==> config.mk <==
export PLATFORM = sky130hd
export DESIGN_NAME = htd_ram
export DESIGN_NICKNAME = d
export VERILOG_FILES = /design/src/sv/htd_ram.sv
export SDC_FILE = /design/constraint.sdc
export NUM_CORES = 2
export LEC_CHECK = 0
export ABC_CLOCK_PERIOD_IN_PS = 7300
export BUFFER_PORTS_ARGS = -buffer_cell sky130_fd_sc_hd__buf_2
export CAP_MARGIN = 5
export CORE_UTILIZATION = 61
export DETAILED_ROUTE_END_ITERATION = 12
export HOLD_SLACK_MARGIN = 0.15
export PLACE_DENSITY = 0.81
export SLEW_MARGIN = 20
export SYNTH_ARGS = -nofsm -noshare
export SYNTH_HDL_FRONTEND = slang
export SYNTH_MEMORY_MAX_BITS = 65536
export SYNTH_SLANG_ARGS = --single-unit
==> constraint.sdc <==
create_clock -name i_clk -period 7.3 [get_ports i_clk]
set_input_delay 0.365 -clock i_clk [delete_from_list [all_inputs] [get_ports i_clk]]
set_output_delay 0.365 -clock i_clk [all_outputs]
set_load 0.05 [all_outputs]
==> src/sv/htd_ram.sv <==
// Generic single-write, single-read RAM with registered read data.
// No dependencies.
module htd_ram #(
    parameter int WIDTH = 9,
    parameter int DEPTH = 510,
    localparam int AW = $clog2(DEPTH)
) (
    input  logic             i_clk,
    input  logic             i_we,
    input  logic [AW-1:0]    i_waddr,
    input  logic [WIDTH-1:0] i_wdata,
    input  logic             i_re,
    input  logic [AW-1:0]    i_raddr,
    output logic [WIDTH-1:0] o_rdata
);

    logic [WIDTH-1:0] r_mem [DEPTH];
    logic [WIDTH-1:0] r_rdata;

    always_ff @(posedge i_clk) begin
        if (i_we) begin
            r_mem[i_waddr] <= i_wdata;
        end
        if (i_re) begin
            r_rdata <= r_mem[i_raddr];
        end
    end

    assign o_rdata = r_rdata;

endmodule

======== Word-level counts from Yosys, hierarchy flattened ========
Memories as Yosys holds them, arrays and structs flattened. A register that Yosys moved wholly into a read port is not among the register bits.
Cells that the tools add are included.
storage, ports and cells
  output and inout port bits .............. 9
  bits in writable memories ............... 4590
  word-level logic and storage cells ...... 3
  register bits after elaboration ......... 0
  memories kept ........................... 1
  input port bits ......................... 30
cells by class
  mux-type cells .......................... 2
memories
  name   depth  width  read ports  clocked after Yosys merged registers in  wr ports  line  text
  r_mem  510    9      1           1                                        1         17    logic [WIDTH-1:0] r_mem [DEPTH];
operators by type and width
  cell              count
  1-bit 2-to-1 mux  2

======== Longest topological paths before layout ========
  depth after elaboration ................. 2
  mapped depth ............................ 14

======== Least setup slack after synthesis ========
No wires, ideal clock.
  kind .................................... input-to-reg
  from .................................... in i_raddr[0]
  to ...................................... reg r_rdata[8], in the netlist o_rdata[8] (read register of r_mem) (data pin)
  slack ................................... 4366 ps
  required time ........................... 7033 ps
  arrival ................................. 2667 ps
  library setup time ...................... 267 ps
  stages on the path ...................... 11
  cell sequence ........................... buf_6 > buf_12 > buf_8 > buf_4 > buf_2 > mux4_2 > mux4_2 > a22oi_1 > nand3_1 > nand2_1 > a211oi_1
RTL lines
  item         line  text
  from (decl)  13    input logic [AW-1:0] i_raddr,
  to (decl)    18    logic [WIDTH-1:0] r_rdata;

==> flow_summary.toml <==
[status]
status = "completed"

[yosys]
synth_area_leaders = "edfxtp_1, mux4_2, mux2i_1, nor2_1, o221ai_1"
syn-instance-count = 8115
yosysSeqAreaShare_pct = 77.3
ys_async_sr_fraction_pct = 0
synth-seq-cells = 4599
synth_edf_count = 4599
ys.flop_type = "edfxtp_1"
synth_xor_xnor_area_share_pct = 0
syn_area_per_cell_um2 = 22.0
yosysTopAreaCellShare_pct = 77.3
synth_top_family_by_area = "multiplexers"
syn-num-nets = 8145
synthAdderAreaFrac_pct = 0
yosysMostFrequentCell = "edfxtp_1"
synth_compound_area_share_pct = 2.20
yosysWarnings = 0
synth.area.mux_share_pct = 16.6
synth_common_cells = "edfxtp_1, mux4_2, nor2_1"
yosys.area_share.simple_pct = 2.16
syn-cell-area_um2 = 179000
synth.distinct_cells = 67
synth.largest_area_cell = "edfxtp_1"

[floorplan]
initial_core_util_pct = 61.4
chipHeight_um = 543
pin_count = 39
dieArea_um2 = 295000
die_x_um = 543
row_count = 198
core_um2 = 291000

[pwr]
p_leak_nw = 60.9
p_per_area_nw_per_um2 = 276
worst_ir_drop_vdd_v = 0.000264

[setup_path]
path_buf_inv = 2
crit_fanout = 71
end_kind = "flop"
crit_type = "in2reg"
cpPeakStageDelay_ps = 1100
path_cells = "buf_8 > nand2_4 > buf_12 > o221ai_1 > o22ai_1 > a31oi_1 > o311ai_1 > nor4_1 > nor4b_1"
cp_top_family = "simple AND/OR/NAND/NOR gates"
crit_arrival_ps = 5360
cpMaxStageDelayCell = "nor4_1"
cp.required_ps = 8060
start_kind = "primary input"

[timing]
fin_hold_ws_ps = 311
finalHoldViolCount = 0
layout_setup_ws_ps = 2700
setup_viol_count_final = 0
tightest_slew_ps = 1320
timing.final.crit_share_pct = 63.0
max_slew_margin_pct = 12.3
finalClockSkew_ps = 86.9
report.final.slew_viol_count = 0
rsz0062_at_grt = "false"
fin_crit_ps = 4600
tns_ps = 0
max_freq_mhz = 217

[routing]
firstDrtPassIters = 8
drc = 0
wl_per_cell_um = 39.6
vias_per_cell = 7.49
dr.first_iter.drc_count = 17400
vias = 94100
wl_um = 498000
postRouteAntennaNets = 0

[place]
dp_cells = 11700
hpwlAfterDp_um = 270000
portBuffers = 38
gp_congestion = 0.910
dp_slack_ps = 2160

[final_layout]
finalNetCount = 8289
n_fill_cell = 16300
area_delta_synth_final_pct = 10.3
drive_above_1_share_pct = 23.4
fin_cells = 12600

[clock_tree]
clk_pin_slew_ps = 70
insertion_delay_ps = 1010
cts_buffers = 437
clock-root-buffer = "clkbuf_16"
htreeDepth = 5
clk_path_buf_depth = 4
cts_sinks = 4599
cts_tree = "built"

[grt]
grt_pass1_vias = 92600
grt_max_degree = 229
antenna_found_initial = 47
grt_overflow = 0
grt.total_usage_pct = 33.9
grt_pass1_wl_um = 696000

[run]
cap_violations = 0

[min_path]
hp-class = "in2reg"
[area by class of cell]
| class | count | area (um2) | share of cell area (%) |
|---|---|---|---|
| inverters | 8 | 48.8 | 0.0248 |
| repair buffers | 207 | 2260 | 1.15 |
| clock buffers | 535 | 11400 | 5.77 |
| well taps | 3900 | 4880 | 2.48 |
| flip-flops and latches | 4599 | 138000 | 70.1 |
| diodes | 59 | 148 | 0.0749 |
| clock inverters | 257 | 2500 | 1.27 |
| multi-input cells | 3006 | 37700 | 19.2 |
[state kept, by name, summed over array words and instances (netlist names)]
signal,flops
o_rdata,9
r_mem,4590
[repair_timing]
item                                    4_1_cts  5_1_grt
endpoints found under the setup margin        0        0
hold buffers                                 10        0
hold endpoints to repair                    838        0
resized for setup                             0        0
buffers inserted                              0        0
[cells in the final DEF (no fill, tap or decap), types with 16 or more instances in the layout]
cell,n
a211oi_1,29
a21oi_1,88
a221oi_1,18
a22oi_1,56
a31oi_1,24
and2_1,22
buf_12,46
buf_2,24
buf_4,111
bufinv_16,32
clkbuf_1,95
clkbuf_16,440
clkinv_1,116
clkinv_16,16
clkinv_2,70
diode_2,59
edfxtp_1,4599
mux2_2,26
mux2i_1,371
mux4_2,1138
nand2_1,153
nand3_1,38
nor2_1,542
nor2_2,23
nor2b_1,16
nor3_1,30
o21ai_0,36
o221ai_1,98
o22ai_1,98
[per-layer routing]
layer / share of wire [%] / global-route usage, % / vias up
met5: 0.072 / 0 / -
met4: 6.8 / 19.7 / 44
met3: 15 / 11.0 / 1999
met2: 47 / 51.7 / 9524
met1: 32 / 43.1 / 48000
li1: - / - / 34500
[path summary, 6_finish.rpt]
check,startpoint,to,slack (ps),depth (start not counted)
setup reg to reg,r_mem[495][6],o_rdata[6],3430,7
hold reg to reg,r_mem[367][5],o_rdata[5],1330,5
setup / recovery,i_raddr[1],o_rdata[6],2700,9
hold / removal,i_waddr[1],r_mem[43][2],310,3
[report_power, final]
group | internal, W | switching, W | total [W] | leakage [nW]
Clock | 0.0122 | 0.0101 | 0.0223 | 6.71
Combinational | 0.000925 | 0.00192 | 0.00284 | 12.9
Sequential | 0.0291 | 0.0000333 | 0.0291 | 41.3
Total | 0.0423 | 0.0120 | 0.0543 | 60.9
[worst register-to-register path: stages, from the launching register on]
cell and delay, ps:
edfxtp_1 330, mux2i_1 80, o221ai_1 270, o22ai_1 210, a31oi_1 830, o311ai_1 460
nor4_1 1100, nor4b_1 370
[through the flow]
stage | utilization, % | cell area (um2) | total power (W)
after floorplan | - | 179000 | 0.0311
after global placement | 62.8 | 183000 | 0.0323
after detailed placement | 62.8 | 183000 | 0.0324
after CTS | 67.6 | 197000 | 0.0541
after global routing | 67.7 | 197000 | 0.0551
final | 67.7 | 197000 | 0.0543
[kinds of logic (layout without fill, tap and decap cells)]
family | count (synthesis) | after routing
AOI/OAI and AO/OA | 551 | 551
buffers and inverters | 510 | 1007
DFF | 4599 | 4599
muxes | 1535 | 1535
other | 0 | 59
and+or+nand+nor | 920 | 920
Note: power is estimated with default switching activity, not from simulation.
